## config.mk

```make
export PLATFORM = sky130hd
export DESIGN_NAME = wtm_arith
export DESIGN_NICKNAME = d
export VERILOG_FILES = /design/src/design/wtm_pkg.sv /design/src/design/wtm_arith.sv
export SDC_FILE = /design/constraint.sdc
export NUM_CORES = 1
export LEC_CHECK = 0
export ABC_AREA = 1
export BUFFER_PORTS_ARGS = -buffer_cell sky130_fd_sc_hd__buf_2
export CORE_MARGIN = 2
export CORE_UTILIZATION = 46
export DETAILED_ROUTE_END_ITERATION = 6
export PLACE_DENSITY = 0.76
export SLEW_MARGIN = 20
export SYNTH_ARGS = -nofsm -noshare
export SYNTH_HDL_FRONTEND = slang
export SYNTH_SLANG_ARGS = --single-unit
```

## constraint.sdc

```tcl
create_clock -name clk -period 8.9 [get_ports clk]
set_clock_uncertainty 0.15 [all_clocks]
set_input_delay 2.67 -clock clk [delete_from_list [all_inputs] [get_ports clk]]
set_output_delay 2.67 -clock clk [all_outputs]
set_load 0.02 [all_outputs]
```

## src/design/wtm_pkg.sv

```systemverilog
// shared types and constants for the wavetable mix and error meter
`default_nettype none

package wtm_pkg;

  // voices and waveform table geometry
  localparam int NUM_VOICES  = 4;
  localparam int NUM_WAVES   = 256;
  localparam int WAVE_LEN    = 'h100;
  localparam int PHASE_SHIFT = 8;
  localparam int GAIN_SHIFT  = 10;

  localparam int TABLE_DEPTH = NUM_WAVES * WAVE_LEN;
  localparam int TABLE_AW    = $clog2(TABLE_DEPTH);
  localparam int VOICE_IW    = (NUM_VOICES > 1) ? $clog2(NUM_VOICES) : 1;

  // datapath widths
  localparam int SAMPLE_W = 16;
  localparam int PHASE_W  = 16;
  localparam int GAIN_W   = 8;
  localparam int WSEL_W   = 8;
  localparam int OPND_W   = SAMPLE_W + 1;
  localparam int PROD_W   = 2 * OPND_W;
  localparam int TOTAL_W  = 64;

  typedef enum logic [1:0] {
    CMD_START = 2'd0,
    CMD_WAVE  = 2'd1,
    CMD_CHAN  = 2'd2,
    CMD_TICK  = 2'd3
  } cmd_t;

  typedef enum logic [2:0] {
    ST_IDLE,
    ST_ADDR,
    ST_MUL,
    ST_ACC,
    ST_DIFF,
    ST_TOT,
    ST_DONE
  } state_t;

  // sequencer strobes to the datapath
  typedef struct packed {
    logic clr_phase;
    logic clr_total;
    logic wave_wr;
    logic chan_set;
    logic tick_start;
    logic phase_step;
    logic mul_voice;
    logic acc_voice;
    logic mul_sq;
    logic acc_total;
    logic load_out;
  } ctl_t;

endpackage

`default_nettype wire

```

## src/design/wtm_arith.sv

```systemverilog
// shared multiplier with mix and squared error accumulators
`default_nettype none

module wtm_arith
  import wtm_pkg::*;
(
  input  wire logic                       clk,
  input  wire logic                       rst,
  input  wire ctl_t                       ctl,
  input  wire logic signed [SAMPLE_W-1:0] target_sample,
  input  wire logic        [SAMPLE_W-1:0] rdata,
  input  wire logic                       wave_ok,
  input  wire logic        [GAIN_W-1:0]   gain,
  output logic signed [SAMPLE_W-1:0]      mixed_sample,
  output logic        [TOTAL_W-1:0]       error_total,
  output logic                            exact_so_far
);

  logic signed [SAMPLE_W-1:0] target_q;
  logic        [SAMPLE_W-1:0] mix_acc;
  logic        [TOTAL_W-1:0]  total;
  logic signed [PROD_W-1:0]   prod;

  logic signed [OPND_W-1:0]   mul_a;
  logic signed [OPND_W-1:0]   mul_b;
  logic signed [OPND_W-1:0]   diff;
  logic signed [PROD_W-1:0]   scaled;

  // target minus wrapped mix, exact in 17 bits
  assign diff = $signed({target_q[SAMPLE_W-1], target_q})
              - $signed({mix_acc[SAMPLE_W-1], mix_acc});

  // operand select for the one multiplier
  always_comb begin
    if (ctl.mul_sq) begin
      mul_a = diff;
      mul_b = diff;
    end else begin
      mul_a = $signed({{(OPND_W-GAIN_W){1'b0}}, gain});
      mul_b = wave_ok ? $signed({rdata[SAMPLE_W-1], rdata}) : '0;
    end
  end

  // gain shift rounds toward minus infinity
  assign scaled = prod >>> GAIN_SHIFT;

  // product register and mix accumulator
  always_ff @(posedge clk) begin
    if (ctl.tick_start) begin
      target_q <= target_sample;
      mix_acc  <= '0;
    end
    if (ctl.mul_voice || ctl.mul_sq) begin
      prod <= mul_a * mul_b;
    end
    if (ctl.acc_voice) begin
      mix_acc <= mix_acc + scaled[SAMPLE_W-1:0];
    end
  end

  // running squared error total
  always_ff @(posedge clk) begin
    if (rst) begin
      total <= '0;
    end else if (ctl.clr_total) begin
      total <= '0;
    end else if (ctl.acc_total) begin
      total <= total + TOTAL_W'(unsigned'(prod));
    end
  end

  // output register
  always_ff @(posedge clk) begin
    if (ctl.load_out) begin
      mixed_sample <= $signed(mix_acc);
      error_total  <= total;
      exact_so_far <= (total == '0);
    end
  end

endmodule

`default_nettype wire

```

* Word level (Yosys, flattened, before mapping)
Cells that the tools add are included.
** Word-level totals
- Bits of input ports :: 54
- Register bits :: 211
** Cells by class
- $mul :: 1
- Add/subtract/negate cells :: 3
- Muxes and demuxes :: 5
- Reduce and logical (&&, ||, !) cells :: 4
** Operators by type and width (count)
- adder 64 x 34 -> 64 bit :: 1
- logical NOT 64 bit :: 1
- two-way mux 17 bit :: 3
- multiplier 17 x 17 -> 34 bit :: 1
- two-way mux 16 bit :: 2
- subtractor 16 x 16 -> 17 bit :: 1
- adder 16 bit :: 1
- nonzero test 2 bit :: 1
- OR reduction 2 bit :: 1
- logical OR 1 bit :: 1

* Longest topological paths before layout
- Depth in word-level cells :: 3
- Depth in mapped cells :: 40
- Mapped depth without buffers :: 39

* Worst setup path after synthesis
OpenSTA, ideal clock, no wires.
- Path kind :: input to register
- Start point :: in ctl[2] (netlist bit)
- End point :: reg prod[33], data pin
- Slack :: 0.011 ns
- Stages :: 24
- Library setup time :: 0.260 ns
- Required time :: 8.490 ns
- Arrival :: 8.480 ns
- Path through :: clkbuf_8 > nor2_8 > inv_1 > o21ai_1 > inv_1 > nor2_2 > inv_1 > fa_1 > inv_1 > fa_1 > inv_1 > fa_1 > fa_1 > inv_1 > fa_1 > inv_1 > fa_1 > inv_1 > ha_1 > a21oi_1 > o21ai_0 > a221oi_1 > nand2_1 > xnor2_1
** Between the ends
- Cells in the longest elaborated chain, start to end :: 2
- Elaborated cells between the ends (all ways) :: 3
- Those cells by class :: 1 x mul; 2 x mux
** RTL lines
- start: declaration :: RTL line wtm_arith.sv:9 : input wire ctl_t ctl,
- two-way mux 17 bit :: RTL line wtm_arith.sv:35 : if (ctl.mul_sq) begin
- multiplier 17 x 17 -> 34 bit (*) :: RTL line wtm_arith.sv:54 : prod <= mul_a * mul_b;
- end signal: assignment :: RTL line wtm_arith.sv:54
- end: declaration :: RTL line wtm_arith.sv:22 : logic signed [PROD_W-1:0] prod;
Mark *: on every way between the ends. The rest lies on a longest branch, timed or not.
A chain may end at the register's enable or synchronous reset.

* Worst setup path in the final report
Same ends and word-level chain as after synthesis.

==> results_dict.tcl <==
set metrics [dict create \
    die-width_um 228 \
    min_from "total[44]" \
    regArea_um2 5700 \
    synth_nets 3331 \
    finalCritPeriodShare_pct 95.6 \
    cts_tree "built" \
    fin_cells 3792 \
    setup_ws_ns 0.389 \
    ioPinCount 135 \
    reg2reg_to "prod[32]" \
    max_stage_delay_ns 0.62 \
    synthDominantCellAreaShare_pct 25.8 \
    crit_path_frequent_cell "inv_1" \
    die-area_um2 52100 \
    dp_cells 3754 \
    ys_types 54 \
    setup-violations-final 0 \
    status "complete, no violations" \
    ys_ff_latch 211 \
    ys_top_cells_by_count "inv_1 (620), nand2_1 (553), nor2_1 (333)" \
    netlist_instances 2828 \
    hpwlAfterDp_um 51200 \
    nets 3609 \
    dr_total_vias 19539 \
    gp_congestion 0.999 \
    path_buf_inv 10 \
    fin_crit_ns 8.51 \
    endpoint_kind "flop" \
    r2r_cells 35 \
    worst_setup_path_start_kind "primary input" \
    hold_buffers 0 \
    clkSinkCount 211 \
    wl_per_cell_um 16.1 \
    synthTopCellsByArea "fa_1 (26%), edfxtp_1 (19%), inv_1 (10%)" \
    setup_tns_ns 0 \
    holdCritPathClass "flop to flop" \
    criticalPathCategory "primary input to flop" \
    die_h_um 228 \
    reg2reg_from "mix_acc[1]" \
    cp_cell_sequence "buf_2, buf_4, nor2_8, inv_1, o21ai_1, inv_1, nor2_2, inv_1, fa_1, inv_1, fa_1, buf_4, fa_1, inv_1, fa_1, fa_1, fa_1, inv_1, ha_1, inv_1, nor3_1, a221oi_1, nand2_1, xnor2_1" \
    hold_depth 0 \
    port_buffers 130 \
    clockBufferDepth 3 \
    async_flop_share_pct 0 \
    first_pass_iters 5 \
    drt-initial-drc-count 1753 \
    cts_buffers 21 \
    initial_core_util_pct 46.4 \
    drive_gt1_share_pct 12.4 \
    min_to "error_total[44]" \
    first_global_vias 19309 \
    slew_violations 0 \
    fmax_ghz 0.117 \
    grt_overflow 0 \
    path_depth 24 \
    worst_slew_pin_slew_ns 1.11 \
    grt_pass1_wl_um 99200 \
    syn2layout_area_growth_pct 14.2 \
    syn_area_um2 23100 \
    cpLargestDelayFamily "adder cells" \
    insertion_delay_ns 0.51 \
    maxCapViolations 0 \
    yosysTopAreaCell "fa_1" \
    antenna_found_initial 0 \
    synth-main-ff-cell "edfxtp_1" \
    drcViolationCount 0 \
    antennaDiodeCount 0 \
    synth_most_common_cell "inv_1" \
    cp_slowest_cell "fa_1" \
    multiInputGateArea_um2 14800 \
    dp_slack_ns -0.117 \
    r2r_slack_ns 1.16 \
    core-area_um2 49900 \
    avgSynthCellArea_um2 8.18 \
    antenna_left 0 \
    htreeDepth 1 \
    cp.required_ns 9.01 \
    fillCellCount 4686 \
    cp_max_fo 8 \
    clk_pin_slew_worst_paths_ns 0.07 \
    hold_viol 0 \
    postRouteWirelength_um 61100 \
    synth-edff-count 147 \
    synth_warnings 0 \
    num_rows 82 \
    grt_max_degree 77 \
    rsz0062_at_grt "no" \
    root_buffer "clkbuf_16" \
    critPathArrivalTime_ns 8.62 \
    avgViaCountPerCell 5.15 \
    whs_ns 0.339 \
    seq_area_frac_synth_pct 24.6 \
    track_usage_pct 23.7 \
    relSlewSlack_pct 25.5 \
]
-- through the flow --
step,util (%),instance area [um^2]
6_report,53.0,26400
5_1_grt,53.0,26400
4_1_cts,52.9,26400
3_5_place_dp,51.5,25700
3_3_place_gp,51.5,25700
2_1_floorplan,-,23100
-- layer usage --
metal	vias to the layer above	track usage [%]	routed length [um]
met5	-	0	0
met3	132	3.38	4500
met1	9305	31.5	25900
met4	0	7.68	2100
li1	9341	-	-
met2	761	40.1	28600
-- worst max path at each step --
stage	end	from
floorplan	prod[33]	ctl[2]
global placement	prod[33]	ctl[2]
detailed placement	prod[33]	ctl[2]
CTS	prod[32]	ctl[2]
global route	prod[32]	ctl[2]
finish	prod[33]	ctl[2]
-- cells by family (layout without fill, tap and decap cells) --
kind of cell	after synthesis	after routing	share of synthesized area (%)
XOR/XNOR	56	56	2.12
flip-flops	211	211	24.6
AO/OA/AOI/OAI	322	322	7.66
adder cells (fa/ha/maj)	449	449	34.0
AND/OR/NAND/NOR	1110	1110	20.2
buffers and inverters	680	972	11.5
-- final cells by class --
type	instances	share of cell area [%]
Timing Repair Buffer	306	7.62
Sequential cell	211	21.6
Multi-Input combinational cell	1937	56.0
Tap cell	672	3.18
Inverter	629	8.96
Clock buffer	22	2.00
Clock inverter	15	0.644
-- state kept, by name (all words and copies together), names as in the netlist --
| signal | flops |
|---|---|
| total | 64 |
| mixed_sample | 16 |
| prod | 34 |
| exact_so_far | 1 |
| target_q | 16 |
| error_total | 64 |
| mix_acc | 16 |
-- cell usage in the layout (no fill, tap or decap), drive strengths merged, types with 24 or more instances in the layout --
master,netlist,routed
xor2,32,32
dfxtp,64,64
buf,24,306
a21oi,170,170
fa,298,298
o21ai,100,100
nor2,338,338
ha,151,151
nand2,562,562
edfxtp,147,147
nor3,32,32
inv,626,628
nand3,117,117
xnor2,24,24
nand4,26,26
-- what timing repair did --
item,4_1_cts,5_1_grt
setup buffers,0,1
setup endpoints to repair,0,4
gates resized for setup,0,1
Power is left out: the tool's default activity adds up to more than one toggle a clock period on the data nets, which glitch-free logic cannot reach.
