**src/design/wtm_pkg.sv**
```systemverilog
// shared types and constants for the wavetable mix and error meter
`default_nettype none

package wtm_pkg;

  // voices and waveform table geometry
  localparam int NUM_VOICES  = 4;
  localparam int NUM_WAVES   = 256;
  localparam int WAVE_LEN    = 'h100;
  localparam int PHASE_SHIFT = 8;
  localparam int GAIN_SHIFT  = 10;

  localparam int TABLE_DEPTH = NUM_WAVES * WAVE_LEN;
  localparam int TABLE_AW    = $clog2(TABLE_DEPTH);
  localparam int VOICE_IW    = (NUM_VOICES > 1) ? $clog2(NUM_VOICES) : 1;

  // datapath widths
  localparam int SAMPLE_W = 16;
  localparam int PHASE_W  = 16;
  localparam int GAIN_W   = 8;
  localparam int WSEL_W   = 8;
  localparam int OPND_W   = SAMPLE_W + 1;
  localparam int PROD_W   = 2 * OPND_W;
  localparam int TOTAL_W  = 64;

  typedef enum logic [1:0] {
    CMD_START = 2'd0,
    CMD_WAVE  = 2'd1,
    CMD_CHAN  = 2'd2,
    CMD_TICK  = 2'd3
  } cmd_t;

  typedef enum logic [2:0] {
    ST_IDLE,
    ST_ADDR,
    ST_MUL,
    ST_ACC,
    ST_DIFF,
    ST_TOT,
    ST_DONE
  } state_t;

  // sequencer strobes to the datapath
  typedef struct packed {
    logic clr_phase;
    logic clr_total;
    logic wave_wr;
    logic chan_set;
    logic tick_start;
    logic phase_step;
    logic mul_voice;
    logic acc_voice;
    logic mul_sq;
    logic acc_total;
    logic load_out;
  } ctl_t;

endpackage

`default_nettype wire

```
**src/design/wtm_ctrl.sv**
```systemverilog
// command decode and per-tick sequencer
`default_nettype none

module wtm_ctrl
  import wtm_pkg::*;
(
  input  wire logic                clk,
  input  wire logic                rst,
  input  wire logic                in_valid,
  input  wire logic [1:0]          cmd,
  input  wire logic                out_stall,
  output logic                     in_stall,
  output logic                     out_valid,
  output ctl_t                     ctl,
  output logic [VOICE_IW-1:0]      vsel
);

  state_t              state;
  state_t              state_next;
  logic [VOICE_IW-1:0] vsel_next;
  logic                last_voice;

  assign in_stall   = (state != ST_IDLE);
  assign last_voice = (vsel == VOICE_IW'(NUM_VOICES - 1));

  // state and voice counter
  always_ff @(posedge clk) begin
    if (rst) begin
      state <= ST_IDLE;
      vsel  <= '0;
    end else begin
      state <= state_next;
      vsel  <= vsel_next;
    end
  end

  // result valid, held until taken
  always_ff @(posedge clk) begin
    if (rst) begin
      out_valid <= 1'b0;
    end else if (ctl.load_out) begin
      out_valid <= 1'b1;
    end else if (!out_stall) begin
      out_valid <= 1'b0;
    end
  end

  // next state and strobes
  always_comb begin
    state_next = state;
    vsel_next  = vsel;
    ctl        = '0;
    unique case (state)
      ST_IDLE: begin
        if (in_valid) begin
          unique case (cmd_t'(cmd))
            CMD_START: begin
              ctl.clr_phase = 1'b1;
              ctl.clr_total = 1'b1;
            end
            CMD_WAVE: ctl.wave_wr  = 1'b1;
            CMD_CHAN: ctl.chan_set = 1'b1;
            CMD_TICK: begin
              ctl.tick_start = 1'b1;
              vsel_next      = '0;
              state_next     = ST_ADDR;
            end
            default: state_next = ST_IDLE;
          endcase
        end
      end
      ST_ADDR: begin
        ctl.phase_step = 1'b1;
        state_next     = ST_MUL;
      end
      ST_MUL: begin
        ctl.mul_voice = 1'b1;
        state_next    = ST_ACC;
      end
      ST_ACC: begin
        ctl.acc_voice = 1'b1;
        if (last_voice) begin
          state_next = ST_DIFF;
        end else begin
          vsel_next  = vsel + 1'b1;
          state_next = ST_ADDR;
        end
      end
      ST_DIFF: begin
        ctl.mul_sq = 1'b1;
        state_next = ST_TOT;
      end
      ST_TOT: begin
        ctl.acc_total = 1'b1;
        state_next    = ST_DONE;
      end
      ST_DONE: begin
        if (!out_valid || !out_stall) begin
          ctl.load_out = 1'b1;
          state_next   = ST_IDLE;
        end
      end
      default: state_next = ST_IDLE;
    endcase
  end

endmodule

`default_nettype wire

```
**config.mk**
```make
export PLATFORM = sky130hd
export DESIGN_NAME = wtm_ctrl
export DESIGN_NICKNAME = d
export VERILOG_FILES = /design/src/design/wtm_pkg.sv /design/src/design/wtm_ctrl.sv
export SDC_FILE = /design/constraint.sdc
export NUM_CORES = 1
export LEC_CHECK = 0
export BUFFER_PORTS_ARGS = -buffer_cell sky130_fd_sc_hd__buf_2
export CORE_AREA = 5 5 42 44
export DETAILED_ROUTE_END_ITERATION = 6
export DIE_AREA = 0 0 47 49
export PLACE_DENSITY_LB_ADDON = 0.2
export SLEW_MARGIN = 10
export SYNTH_ARGS = -nofsm -noshare
export SYNTH_HDL_FRONTEND = slang
export SYNTH_SLANG_ARGS = --single-unit
```
**constraint.sdc**
```tcl
create_clock -name clk -period 2.83 [get_ports clk]
set_clock_uncertainty 0.15 [all_clocks]
set_input_delay 0.4245 -clock clk [delete_from_list [all_inputs] [get_ports clk]]
set_output_delay 0.4245 -clock clk [all_outputs]
set_load 0.005 [all_outputs]
```
## Word level (Yosys, flattened, before mapping)

Cells that the tools add are included.

- Bits in registers: 6
- Input port bits: 6
- Logic and storage cells: 52

- Mux-type cells: 24
- Equal/unequal tests: 15
- $add $sub $neg: 1
- Reduce and logical (&&, ||, !) cells: 9

Operators by type and width:

| kind | number |
|---|---|
| $pmux W3 S7 | 1 |
| $mux W1 | 12 |
| $mux W3 | 4 |
| $mux W5 | 2 |
| $eq A3 B3 Y1 const B | 3 |
| $mux W2 | 4 |
| $eq A2 B2 Y1 const B | 3 |
| $eq A3 B2 Y1 const B | 2 |
| $ne A2 B2 Y1 const B | 3 |
| $ne A2 B1 Y1 const B | 2 |
| $pmux W2 S2 | 1 |
| $reduce_and A4 Y1 | 1 |
| $eq A3 B1 Y1 const B | 1 |
| $logic_not A3 Y1 | 1 |
| $reduce_and A3 Y1 | 1 |
| $reduce_bool A3 Y1 | 1 |
| $add A2 B1 Y2 const B | 1 |
| $eq A2 B1 Y1 const B | 1 |
| $logic_not A1 Y1 | 2 |
| $logic_not A2 Y1 | 1 |
| $reduce_bool A2 Y1 | 1 |
| $logic_or A1 B1 Y1 | 1 |

## Longest topological paths before layout

- Depth in word-level cells: 5
- Depth in mapped cells: 5
- Mapped depth without buffers: 4

## Worst setup path before layout

Ideal clock, no wire load.

- Kind: flip-flop to output port
- Start: register state[1]
- End: output ctl[10] (netlist name)
- Slack: 1.210 ns
- Data required time: 2.256 ns
- Arrival time: 1.045 ns
- Stages on the path, launching flop included: 6
- Buffers on the path: 2
- Cell sequence: dfxtp_1 > buf_6 > nor3_2 > nand2_1 > nor3_1 > buf_4

RTL lines:

| element | RTL line | source |
|---|---|---|
| start, declared | wtm_ctrl.sv:18 | `state_t state;` |
| start signal, assigned | wtm_ctrl.sv:32 | `state <= state_next;` |
| end, declared | wtm_ctrl.sv:14 | `output ctl_t ctl,` |

==> impl_metrics.yaml <==
routing:
  wl_met2_um: 446
  drc: 0
  ant_nets: 0
  wl_per_cell_um: 11.2
  vias: 387
  drt-pass1-iter-count: 4
  wl_met3_um: 46
  routedLengthMet1_um: 418
  drt-initial-drc-count: 5
  vias_per_cell: 4.72
  highest_layer: "met4"
  wl_um: 920
timing:
  fmax_mhz: 511
  slew_headroom_pct: 74.4
  fin_crit_ps: 1960
  hold_viol_final: 0
  rsz0062_at_grt: "false"
  post-route-period-util_pct: 69.1
  final-max-slew-violation-count: 0
  setup_viol: 0
  tightest_slew_ps: 384
  setup_tns_ps: 0
min_path:
  hold_class: "primary input to register"
  holdPathEnd: "state[1]$_SDFFE_PP0P_"
  hp-start: "rst"
  hold_depth: 2
global_routing:
  grt_pass1_vias: 347
  grt_overflow: 0
  track_usage_pct: 9.32
  antenna_found_initial: 0
  grt_max_degree: 13
  grt_pass1_wl_mm: 1.57
logic_synthesis:
  synth_area_leaders: "dfxtp_1, nor3b_1, a21oi_1"
  syn_area_sq_um: 394
  synthDominantCellAreaShare_pct: 30.5
  syn-instance-count: 47
  yosysWarningCount: 0
  ys_top_cells_by_count: "dfxtp_1, a21oi_1, nor3b_1, nand2_1"
  yosysMostFrequentCell: "dfxtp_1"
  ys_seq_area_share_pct: 30.5
  yosysUniqueCellTypes: 26
  synth_flop_cell: "dfxtp_1"
  syn-num-nets: 54
  synthArstFlopShare_pct: 0
  ys_seq_elements: 6
  syn_area_per_cell_sq_um: 8.39
  synth_top_area_cell: "dfxtp_1"
  synth_edf_count: 0
power:
  pwr-share-seq_pct: 45.7
  power_switching_mw: 0.0522
  ir_drop_mv: 0.159
  p_leak_nw: 0.246
  p_clk_share_pct: 39.2
  comb_power_share_pct: 15.1
  cellPowerDensity_nw_per_um2: 398
  p_int_mw: 0.149
  p_sw_share_pct: 25.9
cts:
  htreeDepth: 1
  root_buffer: "clkbuf_4"
  cts_buffer_depth: 2
  postCtsSetupBuffers: 0
  numCtsBuffers: 3
  clock-sinks: 6
  cts_tree: "yes"
  worst_skew_pair.late_latency_ps: 240
  clk_pin_slew_worst_paths_ps: 50
  hold_buffers: 0
  cts_resized: 0
cells_and_area:
  area_growth_pct: 28.3
  nFillCells: 161
  fin_cells: 82
  drive_gt1_share_pct: 42.4
  diodes: 0
  layout.nets: 75
job:
  cap_violations: 0
floorplanning:
  die_w_um: 47
  initial_core_util_pct: 28.1
  die_area_sq_um: 2300
  rows: 14
  ios: 21
  core_sq_um: 1400
  die_y_um: 49
setup_path:
  crit_chain: "nor3_2 > nand2_1 > nor3b_1 > buf_2"
  worstReg2RegStart: "vsel[0]$_SDFFE_PP0P_"
  r2r_slack_ps: 1410
  path_max_fanout: 12
  critPathLaunchType: "register"
  critPathBufInv: 1
  critPathMaxStageDelay_ps: 410
  crit_path_top_delay_cell: "dfxtp_1"
  cp-end-kind: "output pin"
  timing.rr.end: "vsel[0]$_SDFFE_PP0P_"
  cp.arrival_ps: 1380
  worstRegToRegCells: 4
  critical_path_class: "register to output pin"
  worstPathRequired_ps: 2260
  critPathTopFamily: "simple AND/OR/NAND/NOR gates"
placement:
  routabilityCongestion: 0.619
  numPlacedInstances: 79
  post-dp-hpwl_um: 715
  io_buffers: 20
status:
  status: "completed"
## worst max path at each step
| stage | slack (ps) | endpoint | cells after the start | from |
|---|---|---|---|---|
| detailed placement | 1120 | ctl[8] | 4 | state[0]$_SDFFE_PP0P_ |
| global placement | 1160 | ctl[8] | 4 | state[2]$_SDFFE_PP0P_ |
| floorplan | 1210 | ctl[10] | 5 | state[1]$_SDFFE_PP0P_ |
| finish | 870 | ctl[8] | 4 | state[0]$_SDFFE_PP0P_ |
| CTS | 850 | ctl[8] | 4 | state[0]$_SDFFE_PP0P_ |
| global route | 700 | ctl[8] | 4 | state[0]$_SDFFE_PP0P_ |
## sequential cells by signal (all words and copies together) (netlist names)
register   flops
state          3
vsel           2
out_valid      1
## layout by cell type, fill, tap and decap left out
master,instances
o32ai_1,1
clkbuf_4,3
nor3b_2,1
nor3b_1,4
nor3_1,2
a21oi_1,5
nor3_2,1
nor2b_1,1
and3_1,2
a211o_1,1
or2_0,1
a32o_1,1
nand3b_1,1
inv_1,2
o21ai_0,2
dfxtp_1,6
nand2_1,3
nand4bb_2,1
nand3_1,2
ha_1,1
a311oi_1,1
inv_2,2
nor2_1,1
buf_2,20
o211ai_1,1
## power by group through the flow
stage | clock network, mW | registers [mW] | logic (mW)
6_report | 0.0790 | 0.0921 | 0.0304
5_1_grt | 0.0932 | 0.0924 | 0.0342
4_1_cts | 0.0828 | 0.0919 | 0.0309
3_5_place_dp | 0 | 0.0936 | 0.0308
3_3_place_gp | 0 | 0.0931 | 0.0309
2_1_floorplan | 0 | 0.0896 | 0.0229
## cells by family after synthesis
| family | count (synthesis) | share of synthesized area, % |
|---|---|---|
| AOI/OAI and AO/OA | 12 | 20.0 |
| adders and majority gates | 1 | 3.17 |
| buffers and inverters | 8 | 11.7 |
| DFF | 6 | 30.5 |
| and+or+nand+nor | 20 | 34.6 |
## worst register-to-register path, cell delays in order, from the launching register on
cell and delay, ps:
dfxtp_1 330, ha_1 220, nand4bb_2 290, or2_0 230, a21oi_1 130
## routing by layer
layer | up-vias | GRT usage (%)
li1 | 208 | -
met2 | 9 | 12.9
met5 | - | 0
met1 | 168 | 11.9
met3 | 2 | 2.21
met4 | 0 | 6.91
## stage by stage
step / instance area [sq um] / power, mW / utilization (%) / setup slack, ps / hold WS (ps)
3_5_place_dp: 483 / 0.124 / 34.5 / 1120 / 350
2_1_floorplan: 394 / 0.112 / - / 1210 / 343
6_report: 505 / 0.201 / 36.1 / 874 / 279
5_1_grt: 505 / 0.220 / 36.1 / 701 / 275
3_3_place_gp: 483 / 0.124 / 34.5 / 1160 / 355
4_1_cts: 505 / 0.206 / 36.1 / 850 / 269
## area by class of cell
| class | instances | area [sq um] | area share [%] |
|---|---|---|---|
| inverters | 4 | 15.0 | 2.97 |
| flip-flops and latches | 6 | 120 | 23.8 |
| well taps | 16 | 20.0 | 3.96 |
| clock buffers | 3 | 22.5 | 4.46 |
| multi-input cells | 33 | 228 | 45.0 |
| repair buffers | 20 | 100 | 19.8 |
(Power assumes the default switching activity.)
