**src/design/wtm_pkg.sv**
```systemverilog
// shared types and constants for the wavetable mix and error meter
`default_nettype none

package wtm_pkg;

  // voices and waveform table geometry
  localparam int NUM_VOICES  = 4;
  localparam int NUM_WAVES   = 256;
  localparam int WAVE_LEN    = 'h100;
  localparam int PHASE_SHIFT = 8;
  localparam int GAIN_SHIFT  = 10;

  localparam int TABLE_DEPTH = NUM_WAVES * WAVE_LEN;
  localparam int TABLE_AW    = $clog2(TABLE_DEPTH);
  localparam int VOICE_IW    = (NUM_VOICES > 1) ? $clog2(NUM_VOICES) : 1;

  // datapath widths
  localparam int SAMPLE_W = 16;
  localparam int PHASE_W  = 16;
  localparam int GAIN_W   = 8;
  localparam int WSEL_W   = 8;
  localparam int OPND_W   = SAMPLE_W + 1;
  localparam int PROD_W   = 2 * OPND_W;
  localparam int TOTAL_W  = 64;

  typedef enum logic [1:0] {
    CMD_START = 2'd0,
    CMD_WAVE  = 2'd1,
    CMD_CHAN  = 2'd2,
    CMD_TICK  = 2'd3
  } cmd_t;

  typedef enum logic [2:0] {
    ST_IDLE,
    ST_ADDR,
    ST_MUL,
    ST_ACC,
    ST_DIFF,
    ST_TOT,
    ST_DONE
  } state_t;

  // sequencer strobes to the datapath
  typedef struct packed {
    logic clr_phase;
    logic clr_total;
    logic wave_wr;
    logic chan_set;
    logic tick_start;
    logic phase_step;
    logic mul_voice;
    logic acc_voice;
    logic mul_sq;
    logic acc_total;
    logic load_out;
  } ctl_t;

endpackage

`default_nettype wire

```
**src/design/wtm_voices.sv**
```systemverilog
// voice register bank: phase, rate, gain and waveform per voice
`default_nettype none

module wtm_voices
  import wtm_pkg::*;
(
  input  wire logic                clk,
  input  wire logic                rst,
  input  wire ctl_t                ctl,
  input  wire logic [VOICE_IW-1:0] vsel,
  input  wire logic [1:0]          channel,
  input  wire logic [WSEL_W-1:0]   waveform,
  input  wire logic [PHASE_W-1:0]  step_rate,
  input  wire logic [GAIN_W-1:0]   volume,
  output logic [TABLE_AW-1:0]      raddr,
  output logic                     wave_ok,
  output logic [GAIN_W-1:0]        gain
);

  logic [PHASE_W-1:0] phase [NUM_VOICES];
  logic [PHASE_W-1:0] rate  [NUM_VOICES];
  logic [GAIN_W-1:0]  gains [NUM_VOICES];
  logic [WSEL_W-1:0]  waves [NUM_VOICES];

  logic [4:0]          chan_ext;
  logic                chan_ok;
  logic [VOICE_IW-1:0] chan_idx;
  logic [PHASE_W-1:0]  phase_next;
  logic [WSEL_W-1:0]   sel_wave;

  // channel decode, out of range channels are dropped
  assign chan_ext = {3'b000, channel};
  assign chan_ok  = chan_ext < 5'(NUM_VOICES);
  assign chan_idx = chan_ext[VOICE_IW-1:0];

  // phase advance and table address for the selected voice
  assign phase_next = phase[vsel] + rate[vsel];
  assign sel_wave   = waves[vsel];
  assign raddr      = TABLE_AW'({sel_wave, phase_next[PHASE_W-1:PHASE_SHIFT]});
  assign wave_ok    = {1'b0, sel_wave} < 9'(NUM_WAVES);
  assign gain       = gains[vsel];

  always_ff @(posedge clk) begin
    if (rst) begin
      for (int i = 0; i < NUM_VOICES; i++) begin
        phase[i] <= '0;
        rate[i]  <= '0;
        gains[i] <= '0;
        waves[i] <= '0;
      end
    end else begin
      if (ctl.clr_phase) begin
        for (int i = 0; i < NUM_VOICES; i++) begin
          phase[i] <= '0;
        end
      end
      if (ctl.phase_step) begin
        phase[vsel] <= phase_next;
      end
      if (ctl.chan_set && chan_ok) begin
        rate[chan_idx]  <= step_rate;
        gains[chan_idx] <= volume;
        waves[chan_idx] <= waveform;
      end
    end
  end

endmodule

`default_nettype wire

```
**config.mk**
```make
export PLATFORM = sky130hd
export DESIGN_NAME = wtm_voices
export DESIGN_NICKNAME = d
export VERILOG_FILES = /design/src/design/wtm_pkg.sv /design/src/design/wtm_voices.sv
export SDC_FILE = /design/constraint.sdc
export NUM_CORES = 1
export LEC_CHECK = 0
export BUFFER_PORTS_ARGS = -buffer_cell sky130_fd_sc_hd__buf_2
export CAP_MARGIN = 25
export CELL_PAD_IN_SITES_DETAIL_PLACEMENT = 0
export CELL_PAD_IN_SITES_GLOBAL_PLACEMENT = 2
export CORE_ASPECT_RATIO = 1.2
export CORE_MARGIN = 2
export CORE_UTILIZATION = 40
export DETAILED_ROUTE_END_ITERATION = 10
export PLACE_DENSITY = 0.85
export SYNTH_ARGS = -nofsm -noshare
export SYNTH_HDL_FRONTEND = slang
export SYNTH_SLANG_ARGS = --single-unit
export TNS_END_PERCENT = 100
```
**constraint.sdc**
```tcl
create_clock -name clk -period 17.1 [get_ports clk]
set_clock_uncertainty 0.15 [all_clocks]
set_input_delay 4.275 -clock clk [delete_from_list [all_inputs] [get_ports clk]]
set_output_delay 4.275 -clock clk [all_outputs]
set_load 0.02 [all_outputs]
```
### Yosys cells after proc, flatten, opt, wreduce, memory -nomap -nowiden

Memories as Yosys holds them, arrays and structs flattened.
Index checks and enable logic that the tools add are counted.
Widths: inputs -> output; s select.

| storage, ports and cells | value |
|---|---|
| flip-flop bits (word level) | 0 |
| latch bits | 0 |
| bits in writable memories | 192 |
| bits in read-only memories | 0 |
| bits of input ports | 49 |
| output and inout port bits | 25 |
| word-level logic and storage cells | 38 |
| memories kept | 4 |

| cells by class | value |
|---|---|
| add/sub/neg operators | 1 |
| multiply operators | 0 |
| divide/modulo/power cells | 0 |
| magnitude comparators | 1 |
| equal/unequal tests | 0 |
| shift-type cells | 0 |
| muxes and demuxes | 24 |
| bitwise logic cells | 4 |
| reductions and logical operators | 4 |

Memories:

| name | words | bits a word | rd ports | clocked after Yosys merged registers in | wr ports | line | RTL |
|---|---|---|---|---|---|---|---|
| phase | 4 | 16 | 1 | 0 | 5 | wtm_voices.sv:20 | `logic [PHASE_W-1:0] phase [NUM_VOICES];` |
| rate | 4 | 16 | 1 | 0 | 4 | wtm_voices.sv:21 | `logic [PHASE_W-1:0] rate [NUM_VOICES];` |
| gains | 4 | 8 | 1 | 0 | 4 | wtm_voices.sv:22 | `logic [GAIN_W-1:0] gains [NUM_VOICES];` |
| waves | 4 | 8 | 1 | 0 | 4 | wtm_voices.sv:23 | `logic [WSEL_W-1:0] waves [NUM_VOICES];` |

Operators by type and width:

| kind | count |
|---|---|
| $mux 16 | 5 |
| $add 16x16->16 | 1 |
| $mux 8 | 2 |
| $reduce_or 16->1 | 1 |
| $reduce_or 8->1 | 2 |
| $mux 1 | 14 |
| $mux 2 | 3 |
| $or 1x1->1 | 4 |
| $lt 2x3->1 const B | 1 |
| $logic_and 1x1->1 | 1 |

### Longest topological paths before layout

Gate-level depths: netlist of run 1.

| depth | value |
|---|---|
| word-level depth | 7 |
| gate-level depth with buffers | 13 |
| mapped depth without buffers | 9 |

### Least setup slack after synthesis of run 1

Ideal clock, no wire load.

| path | value |
|---|---|
| path kind | in2out |
| start | in vsel[0] |
| end | out raddr[6] |
| arrival | 7.215 ns |
| data required time | 12.675 ns |
| setup slack | 5.460 ns |
| cell stages on the path | 12 |
| path buffers | 5 |
| path through | buf_2 buf_2 buf_2 mux4_2 ha_1 buf_2 nand3_1 or3_4 a2111oi_4 o31a_2 nor2_1 buf_4 |

| on the way | value |
|---|---|
| cells in the longest elaborated chain, start to end | 2 |
| elaborated cells between the ends (all ways) | 3 |
| classes of those cells | add/sub: 1; memory: 2 |

Ends and longest elaborated chain:

| element | line | RTL |
|---|---|---|
| start: declaration | wtm_voices.sv:10 | `input wire logic [VOICE_IW-1:0] vsel,` |
| $mem_v2 4x16 (on tied branches) | -- |  |
| $add 16x16->16 * | wtm_voices.sv:37 | `assign phase_next = phase[vsel] + rate[vsel];` |
| end: declaration | wtm_voices.sv:15 | `output logic [TABLE_AW-1:0] raddr,` |

Mark *: on every way between the ends. The rest lies on a longest branch, timed or not.

### Worst setup path in the final report of run 1

| path | value |
|---|---|
| start | in vsel[1] |
| end | out raddr[6] |

The elaborated chain is that of the path after synthesis.

==> impl_metrics.tcl, run 1 <==
set metrics [dict create \
    instances_no_fill 998 \
    ioPinCount 74 \
    min_period_over_period_pct 69.6 \
    cts_made_buffers 17 \
    end_kind "primary output" \
    hold_path_end "phase[1][0]" \
    overflow 0 \
    async_flop_share_pct 0 \
    required_ns 12.68 \
    dieArea_um2 24400 \
    path_class "input port to primary output" \
    clk_latency_ns 0.42 \
    clk_pin_slew_ns 0.07 \
    hold_depth 4 \
    grt_pass1_vias 5606 \
    cp_slowest_cell "buf_4" \
    final_nets 737 \
    path_buf_inv 4 \
    fin_setup_tns_ns 0 \
    multi_input_area_um2 3230 \
    path_cells "buf_2 -> buf_4 -> mux4_2 -> ha_1 -> inv_1 -> fa_1 -> nor2b_1 -> o2111ai_2 -> a2111oi_4 -> o31a_2 -> nor2_1 -> buf_2" \
    worst-path-max-fanout 52 \
    reg2reg_to "phase[2][13]" \
    synth_nets 690 \
    grt.total_usage_pct 17.0 \
    fp.dieW_um 143 \
    die_h_um 171 \
    relSlewSlack_pct 32.6 \
    ys.warnings.count 0 \
    crit_path_max_incr_delay_ns 0.60 \
    drt-pass1-iter-count 5 \
    rsz0062_at_grt "false" \
    fillers 2045 \
    final_common_cell "edfxtp_1" \
    routed_wl_mm 19.9 \
    r2r_slack_ns 14.03 \
    finalSetupViolations 0 \
    via_per_inst 5.27 \
    ctsHtreeMaxLevel 4 \
    area.growth.synth_to_final_pct 12.0 \
    ir_worst_vdd_mv 0.0701 \
    p_leak_uw 0.00382 \
    tightestPinTransition_ns 1.01 \
    grt_max_degree 53 \
    crit_top_cell "buf_2" \
    hold_viol 0 \
    wl_per_cell_um 19.9 \
    syn_inst 625 \
    dp.cells 968 \
    cellPowerDensity_nw_per_um2 106 \
    min_period_ns 11.89 \
    synth_area_um2 9270 \
    ys_seq_area_share_pct 62.2 \
    routabilityCongestion 0.893 \
    final_cell_mix "192 x edfxtp_1, 128 x and2_1, 63 x buf_2, 51 x nor2_1, 48 x mux4_2" \
    grt_first_pass_wirelength_mm 30.6 \
    ys_types 56 \
    drive_gt1_share_pct 24.8 \
    r2r_cells 6 \
    clock_sinks 192 \
    maxSlewViolCount 0 \
    crit_path_start_kind "input port" \
    arrival_ns 7.47 \
    dr_total_vias 5255 \
    cts_tree "done" \
    synth_edf_count 192 \
    hold_slack_ns 0.791 \
    status "completed" \
    r2r_start "phase[3][4]" \
    route.detailed.drc 0 \
    ant_nets 0 \
    drtIter0Drc 359 \
    holdBufCountCts 0 \
    synth_flop_cell "edfxtp_1" \
    core_area_um2 23000 \
    synth-seq-cells 192 \
    cts_resized 0 \
    regArea_um2 5770 \
    clockBufferDepth 2 \
    max_cap_viol_count 0 \
    timing.fmax_mhz 84.1 \
    initial_core_util_pct 40.3 \
    worstHoldStart "phase[2][0]" \
    rows 61 \
    cts_root_buffer "clkbuf_16" \
    cts_setup_buffers 0 \
    hold_class "flip-flop to flip-flop" \
    grt_antenna_before_repair 3 \
    hpwlAfterDp_mm 12.1 \
    port_buffers 64 \
    path_delay_family "compound AO/OA/AOI/OAI gates" \
    syn_area_per_cell_um2 14.8 \
]
-- worst register-to-register path: stages (launching register included) --
cell,delay [ns]
edfxtp_1,0.36
mux4_2,0.47
ha_1,0.41
a21oi_1,0.29
nand3_1,0.27
a2111oi_2,0.69
nor3_1,0.14
-- flip-flops by register name, summed over array words and instances (netlist names) --
| name | cells |
|---|---|
| rate | 64 |
| waves | 32 |
| gains | 32 |
| phase | 64 |
-- cells by family (layout without fill, tap and decap cells) --
kind of cell | Yosys count | after routing | synth area share (%)
AO/OA/AOI/OAI | 49 | 49 | 4.19
other | 1 | 2 | 0.0405
buffers and inverters | 57 | 114 | 2.92
multiplexers | 53 | 53 | 12.3
adder cells (fa/ha/maj) | 16 | 16 | 2.24
flip-flops | 192 | 192 | 62.2
XOR/XNOR | 9 | 9 | 0.932
AND/OR/NAND/NOR | 248 | 248 | 15.2
-- power breakdown --
part | switching (uW) | internal, uW | total [uW]
Combinational | 115 | 68.0 | 183
Clock | 162 | 197 | 359
Sequential | 7.58 | 554 | 562
-- metal layers --
metal | track usage [%] | part of all wire, %
met5 | 0 | 0.10
met4 | 4.95 | 1.1
met3 | 3.64 | 4.8
met2 | 31.6 | 54
met1 | 19.5 | 40
-- worst max path at each step --
stage / slack [ns] / depth (start not counted) / endpoint / startpoint
floorplan: 5.46 / 12 / raddr[6] / vsel[0]
global placement: 4.89 / 9 / raddr[5] / vsel[0]
detailed placement: 5.19 / 12 / raddr[6] / vsel[1]
CTS: 5.18 / 12 / raddr[6] / vsel[1]
global route: 5.00 / 12 / raddr[6] / vsel[1]
finish: 5.21 / 12 / raddr[6] / vsel[1]
-- synth_stat cells, drive strengths merged (2+ instances only) --
cell     count  area (um2)
a2111oi      2        42.5
a21o         3        22.5
a21oi       21         109
and2       128         801
and3         2        12.5
and3b        2        17.5
and4         2        17.5
buf         23         143
clkbuf      22        82.6
edfxtp     192        5770
ha          15         188
inv         12        45.0
mux2         4        45.0
mux4        48        1080
nand2       13        48.8
nand3        7        35.0
nand4        3        18.8
nand4b       2        17.5
nand4bb      2        22.5
nor2        51         191
nor2b        3        18.8
nor3        19        95.1
nor3b        5        42.5
o211ai       2        15.0
o21a         4        30.0
o21ai        3        15.0
o21bai       2        15.0
or2          4        25.0
or3          2        17.5
xnor2        5        51.3
xor2         4        35.0
-- stage by stage --
step / power [uW] / instance area, um2 / worst slack [ns] / util [%]
floorplan: 710 / 9270 / 5.46 / -
CTS: 1110 / 10400 / 5.18 / 45.2
finish: 1100 / 10400 / 5.21 / 45.2
detailed placement: 756 / 9850 / 5.19 / 42.9
global route: 1150 / 10400 / 5.00 / 45.2
global placement: 749 / 9820 / 4.89 / 42.8
-- area by class of cell --
cell class,count,share of cell area [%]
antenna,1,0.0241
clock buffer,18,4.14
clock inverter,11,0.916
inverter,12,0.434
multi-input combinational,376,31.2
sequential,192,55.6
tap,315,3.80
timing repair buffer,73,3.96
No activity file was read; power rests on OpenSTA's default activity.
==> run 2, diff against run 1 <==
Clock period 17.1 ns to 11.3 ns, I/O delays scaled along.
==> run 2 against run 1 <==
Compared with the run above:
- routed wire length is 1.2% lower
- via count is 0.21% higher
- combinational power is 52% higher
- clock-buffer cell count is 1 lower
- final area is 1.2% higher
- critical path depth is 2 lower
- register-to-register slack worse by 5.9 ns
- worst hold slack better by 0.0017 ns
- sequential share of layout area is 0.64 points lower
- global-route usage hardly changed
- critical endpoint is now raddr[5]
==> impl_metrics.tcl, run 2 (synthesis gave the netlist of run 1 again) <==
set metrics [dict create \
    status "completed" \
    holdBufCountCts 0 \
    port_buffers 64 \
    timing.fmax_mhz 107 \
    core_area_um2 23000 \
    instances_no_fill 999 \
    rows 61 \
    p_leak_uw 0.00389 \
    max_cap_viol_count 0 \
    finalSetupViolations 0 \
    die_h_um 171 \
    cellPowerDensity_nw_per_um2 167 \
    cts_tree "done" \
    cts_resized 0 \
    drt-pass1-iter-count 5 \
    relSlewSlack_pct 28.8 \
    drtIter0Drc 422 \
    arrival_ns 6.34 \
    final_common_cell "edfxtp_1" \
    grt_antenna_before_repair 3 \
    clockBufferDepth 2 \
    route.detailed.drc 0 \
    path_cells "buf_2 -> buf_4 -> mux4_2 -> ha_1 -> a21oi_1 -> o21ai_1 -> mux2_1 -> a311o_1 -> nor2_1 -> buf_2" \
    crit_top_cell "buf_2" \
    hold_class "flip-flop to flip-flop" \
    top_regs "phase x64, rate x64" \
    final_cell_mix "192 x edfxtp_1, 128 x and2_1, 63 x buf_2, 51 x nor2_1, 48 x mux4_2" \
    overflow 0 \
    clk_latency_ns 0.42 \
    hold_viol 0 \
    clock_sinks 192 \
    grt_max_degree 43 \
    grt_pass1_vias 5611 \
    ant_nets 0 \
    cts_made_buffers 17 \
    ioPinCount 74 \
    dieArea_um2 24400 \
    tightestPinTransition_ns 1.06 \
    gr-usage-met3_pct 4.59 \
    rsz0062_at_grt "false" \
    crit_path_max_incr_delay_ns 0.73 \
    pre_cts_slack_ns 2.00 \
    min_period_over_period_pct 82.5 \
    wl_per_cell_um 19.7 \
    fin_setup_tns_ns 0 \
    cts_setup_buffers 0 \
    routed_wl_mm 19.7 \
    cts_root_buffer "clkbuf_16" \
    drive_gt1_share_pct 25.1 \
    use_met1_pct 18.5 \
    dp.cells 967 \
    area.growth.synth_to_final_pct 13.3 \
    hpwlAfterDp_mm 12.3 \
    grt_busiest_layer "met2" \
    ir_worst_vdd_mv 0.108 \
    routabilityCongestion 0.872 \
    clk_pin_slew_ns 0.07 \
    worst_slack_ns 1.98 \
    r2r_slack_ns 8.11 \
    worst-path-max-fanout 34 \
    final_nets 737 \
    fillers 2049 \
    dr_total_vias 5266 \
    cp_slowest_cell "buf_2" \
    initial_core_util_pct 40.3 \
    required_ns 8.33 \
    min_period_ns 9.32 \
    crit_path_start_kind "input port" \
    path_class "input port to primary output" \
    gr-usage-met2_pct 31.4 \
    grt_first_pass_wirelength_mm 30.1 \
    fp.dieW_um 143 \
    maxSlewViolCount 0 \
    via_per_inst 5.27 \
    end_kind "primary output" \
    ctsHtreeMaxLevel 4 \
    grt.total_usage_pct 17.0 \
    antenna_cells 0 \
]
[run 2: cell count changes in the layout (fill, tap and decap cells not counted), moves of 2 or more]
cell | previous run | this run
buf_8 | 0 | 2
bufinv_16 | 1 | 4
buf_4 | 9 | 6
clkinvlp_4 | 4 | 0
inv_6 | 1 | 4
[run 2: layout make-up]
type	instances	area (um2)	area share, %
well taps	315	394	3.75
inverters	12	45.0	0.429
flip-flops and latches	192	5770	54.9
clock buffers	17	425	4.05
repair buffers	73	445	4.24
multi-input cells	376	3230	30.8
clock inverters	14	186	1.78
[run 2: metrics by stage]
stage	hold WS [ns]	total power (uW)	utilization [%]	area, um2
finish	0.793	1750	45.7	10500
global route	0.816	1820	45.7	10500
CTS	0.793	1760	45.6	10500
detailed placement	0.775	1140	42.9	9860
global placement	0.756	1130	42.7	9800
floorplan	0.720	1070	-	9270
[run 2: routing by layer]
metal  part of all wire (%)  up-vias
li1                       -     2433
met1                     38     2662
met2                     55      136
met3                    4.9       31
met4                    1.8        4
met5                   0.12        -
[run 2: worst max-delay path, delay by kind of cell]
| kind | cells | cell delay [ns] |
|---|---|---|
| AND/OR/NAND/NOR | 1 | 0.10 |
| adder cells (fa/ha/maj) | 1 | 0.50 |
| AO/OA/AOI/OAI | 3 | 0.83 |
| buffers and inverters | 3 | 1.33 |
| multiplexers | 2 | 0.72 |
[run 2: where the power goes]
part	switching (uW)	internal, uW	leakage (uW)
clock	253	370	0.000303
sequential	11.6	839	0.00196
combinational	174	104	0.00163
total	438	1310	0.00389
[run 2: worst paths after layout]
check                           cells after the start      endpoint        start
worst max register to register                      9  phase[0][10]   rate[3][0]
worst min-delay path                                4   phase[2][0]  phase[2][0]
worst min register to register                      4   phase[2][0]  phase[2][0]
worst max-delay path                               10      raddr[5]      vsel[1]
==> run 3, diff against run 2 <==
Settings changed: ABC_AREA set to 1, CORE_UTILIZATION 40 to 35, PLACE_DENSITY 0.85 to 0.86.
Clock period 11.3 ns to 7.5 ns, I/O delays scaled along.
==> run 3 against run 2 <==
Compared with the run above:
- final area down 2.4%
- sequential share of layout area is 1.4 points higher
- routed wire length grew 8.2%
- flip-flop and latch count is the same
- non-clock buffer count up 8
- utilization down 5.5 points
- first-iteration DRC count down 0.71%
- sequential power is 51% higher
- via count increased by 18%
- final cell count up 27%
==> impl_metrics.tcl, run 3 <==
set metrics [dict create \
    final_cell_mix "203 x nor2_1, 192 x edfxtp_1, 179 x nand2_1, 78 x inv_1, 74 x a22oi_1" \
    syn_area_per_cell_um2 10.4 \
    synth_nets 935 \
    clockBufferDepth 2 \
    fillers 2496 \
    final_nets 988 \
    antenna_cells 0 \
    clk_latency_ns 0.44 \
    end_kind "primary output" \
    max_cap_viol_count 0 \
    overflow 0 \
    route.detailed.drc 0 \
    p_total_uw 2530 \
    dp.cells 1234 \
    yosysMostFrequentCell "nor2_1" \
    crit_path_start_kind "input port" \
    port_buffers 64 \
    final_common_cell "nor2_1" \
    critPathLaunch "vsel[0]" \
    ys_types 30 \
    arrival_ns 4.54 \
    synth-seq-cells 192 \
    ctsHtreeMaxLevel 4 \
    crit_end "raddr[7]" \
    reg2reg_to "phase[1][12]" \
    timing.fmax_mhz 152 \
    cts_tree "done" \
    rsz0062_at_grt "false" \
    cts_made_buffers 17 \
    routed_wl_mm 21.3 \
    ys.warnings.count 0 \
    maxSlewViolCount 0 \
    regArea_um2 5770 \
    yosysTopAreaCell "edfxtp_1" \
    grt_first_pass_wirelength_mm 33.6 \
    p_leak_uw 0.00441 \
    hold_class "flip-flop to flip-flop" \
    grt.total_usage_pct 16.3 \
    synth_edf_count 192 \
    cts_resized 0 \
    yosysTopAreaCellShare_pct 63.6 \
    synth_flop_cell "edfxtp_1" \
    cts_root_buffer "clkbuf_16" \
    r2r_cells 13 \
    wl_per_cell_um 16.8 \
    dr_total_vias 6239 \
    drive_gt1_share_pct 14.3 \
    ioPinCount 74 \
    initial_core_util_pct 35.6 \
    syn_inst 870 \
    yosys-top-cells-count "204 x nor2_1, 192 x edfxtp_1, 179 x nand2_1" \
    fin_setup_tns_ns 0 \
    r2r_start "rate[0][0]" \
    synth_area_leaders "edfxtp_1 64%, nor2_1 8.5%, nand2_1 7.4%" \
    core_area_um2 25500 \
    drtIter0Drc 419 \
    ir_worst_vdd_mv 0.162 \
    required_ns 5.48 \
    multi_input_area_um2 2690 \
    min_period_over_period_pct 87.5 \
    rows 64 \
    instances_no_fill 1266 \
    drt-pass1-iter-count 5 \
    worst-path-max-fanout 24 \
    die_h_um 180 \
    fp.dieW_um 151 \
    grt_pass1_vias 6312 \
    routabilityCongestion 0.812 \
    synth_area_um2 9060 \
    hpwlAfterDp_mm 13.7 \
    area.growth.synth_to_final_pct 13.0 \
    hold_viol 0 \
    grt_max_degree 34 \
    status "completed" \
    holdBufCountCts 0 \
    tightestPinTransition_ns 0.932 \
    top_regs "phase x64, rate x64" \
    cellPowerDensity_nw_per_um2 247 \
    r2r_slack_ns 5.07 \
    via_per_inst 4.93 \
    async_flop_share_pct 0 \
    cts_setup_buffers 0 \
    clock_sinks 192 \
    ant_nets 0 \
    min_period_ns 6.56 \
    dieArea_um2 27200 \
    path_class "input port to primary output" \
    relSlewSlack_pct 37.7 \
    finalSetupViolations 0 \
    grt_antenna_before_repair 0 \
    clk_pin_slew_ns 0.07 \
    ys_seq_area_share_pct 63.6 \
]
[run 3: cell types whose count changed after synthesis, sizes merged, moves of 12 or more]
cell,previous run,this run
nand2,13,186
a21oi,21,9
mux4,48,0
and2,128,1
buf,23,41
inv,12,84
nor3,19,2
nor2,51,211
a22oi,0,74
clkbuf,22,6
nand3,7,29
[run 3: through the flow]
stage / hold slack (ns) / setup slack, ns / instance area [um2] / util, %
floorplan: 0.624 / 1.51 / 9060 / -
global placement: 0.655 / 0.903 / 9670 / 38.0
detailed placement: 0.682 / 0.921 / 9670 / 38.0
CTS: 0.711 / 0.909 / 10200 / 40.2
global route: 0.785 / 0.630 / 10200 / 40.2
finish: 0.714 / 0.938 / 10200 / 40.2
[run 3: cells by family (layout without fill, tap and decap cells)]
kind of cell,Yosys count,in the layout,synth area share (%)
compound gates,85,85,6.89
xor+xnor,6,6,0.580
fa+ha+maj,16,16,2.29
buf+inv,131,197,6.84
flops,192,192,63.6
other cells,1,1,0.0414
simple gates,439,439,19.7
[run 3: where the power goes]
part           leakage, uW  internal, uW  switching [uW]
Combinational      0.00216           108             253
Clock             0.000285           469             416
Sequential         0.00196          1260            20.3
Total              0.00441          1840             689
[run 3: worst min-delay path by stage]
stage | startpoint | endpoint | slack [ns] | depth (start not counted)
floorplan | rate[2][0] | phase[0][0] | 0.62 | 5
global placement | phase[2][0] | phase[1][0] | 0.65 | 5
detailed placement | phase[2][0] | phase[3][0] | 0.68 | 5
CTS | phase[2][0] | phase[3][0] | 0.71 | 5
global route | rate[2][0] | phase[2][0] | 0.78 | 5
finish | phase[2][0] | phase[3][0] | 0.71 | 5
[run 3: metal layers]
metal | global-route usage, % | up-vias | part of all wire (%)
met5 | 0 | - | 0
met4 | 6.21 | 0 | 2.3
met3 | 2.56 | 41 | 4.3
met2 | 28.7 | 158 | 52
met1 | 19.9 | 3007 | 41
li1 | - | 3033 | -
[run 3: worst max-delay path, stage by stage]
cell	delay (ns)
buf_2	0.25
nand2_1	0.10
inv_2	0.38
buf_12	0.26
a22oi_1	0.11
nand2_1	0.11
ha_1	0.29
nand2_1	0.16
inv_1	0.05
nand2_1	0.06
nand2_1	0.06
a21oi_1	0.28
nand2_1	0.14
nand2_4	0.08
nand2_4	0.07
inv_2	0.06
buf_2	0.16
[run 3: final cells by class]
cell class	instances	share of cell area, %
Timing Repair Buffer	81	4.74
Inverter	84	3.08
Sequential cell	192	56.3
Clock buffer	17	4.15
Multi-Input combinational cell	547	26.2
Clock inverter	15	1.45
Tap cell	330	4.03
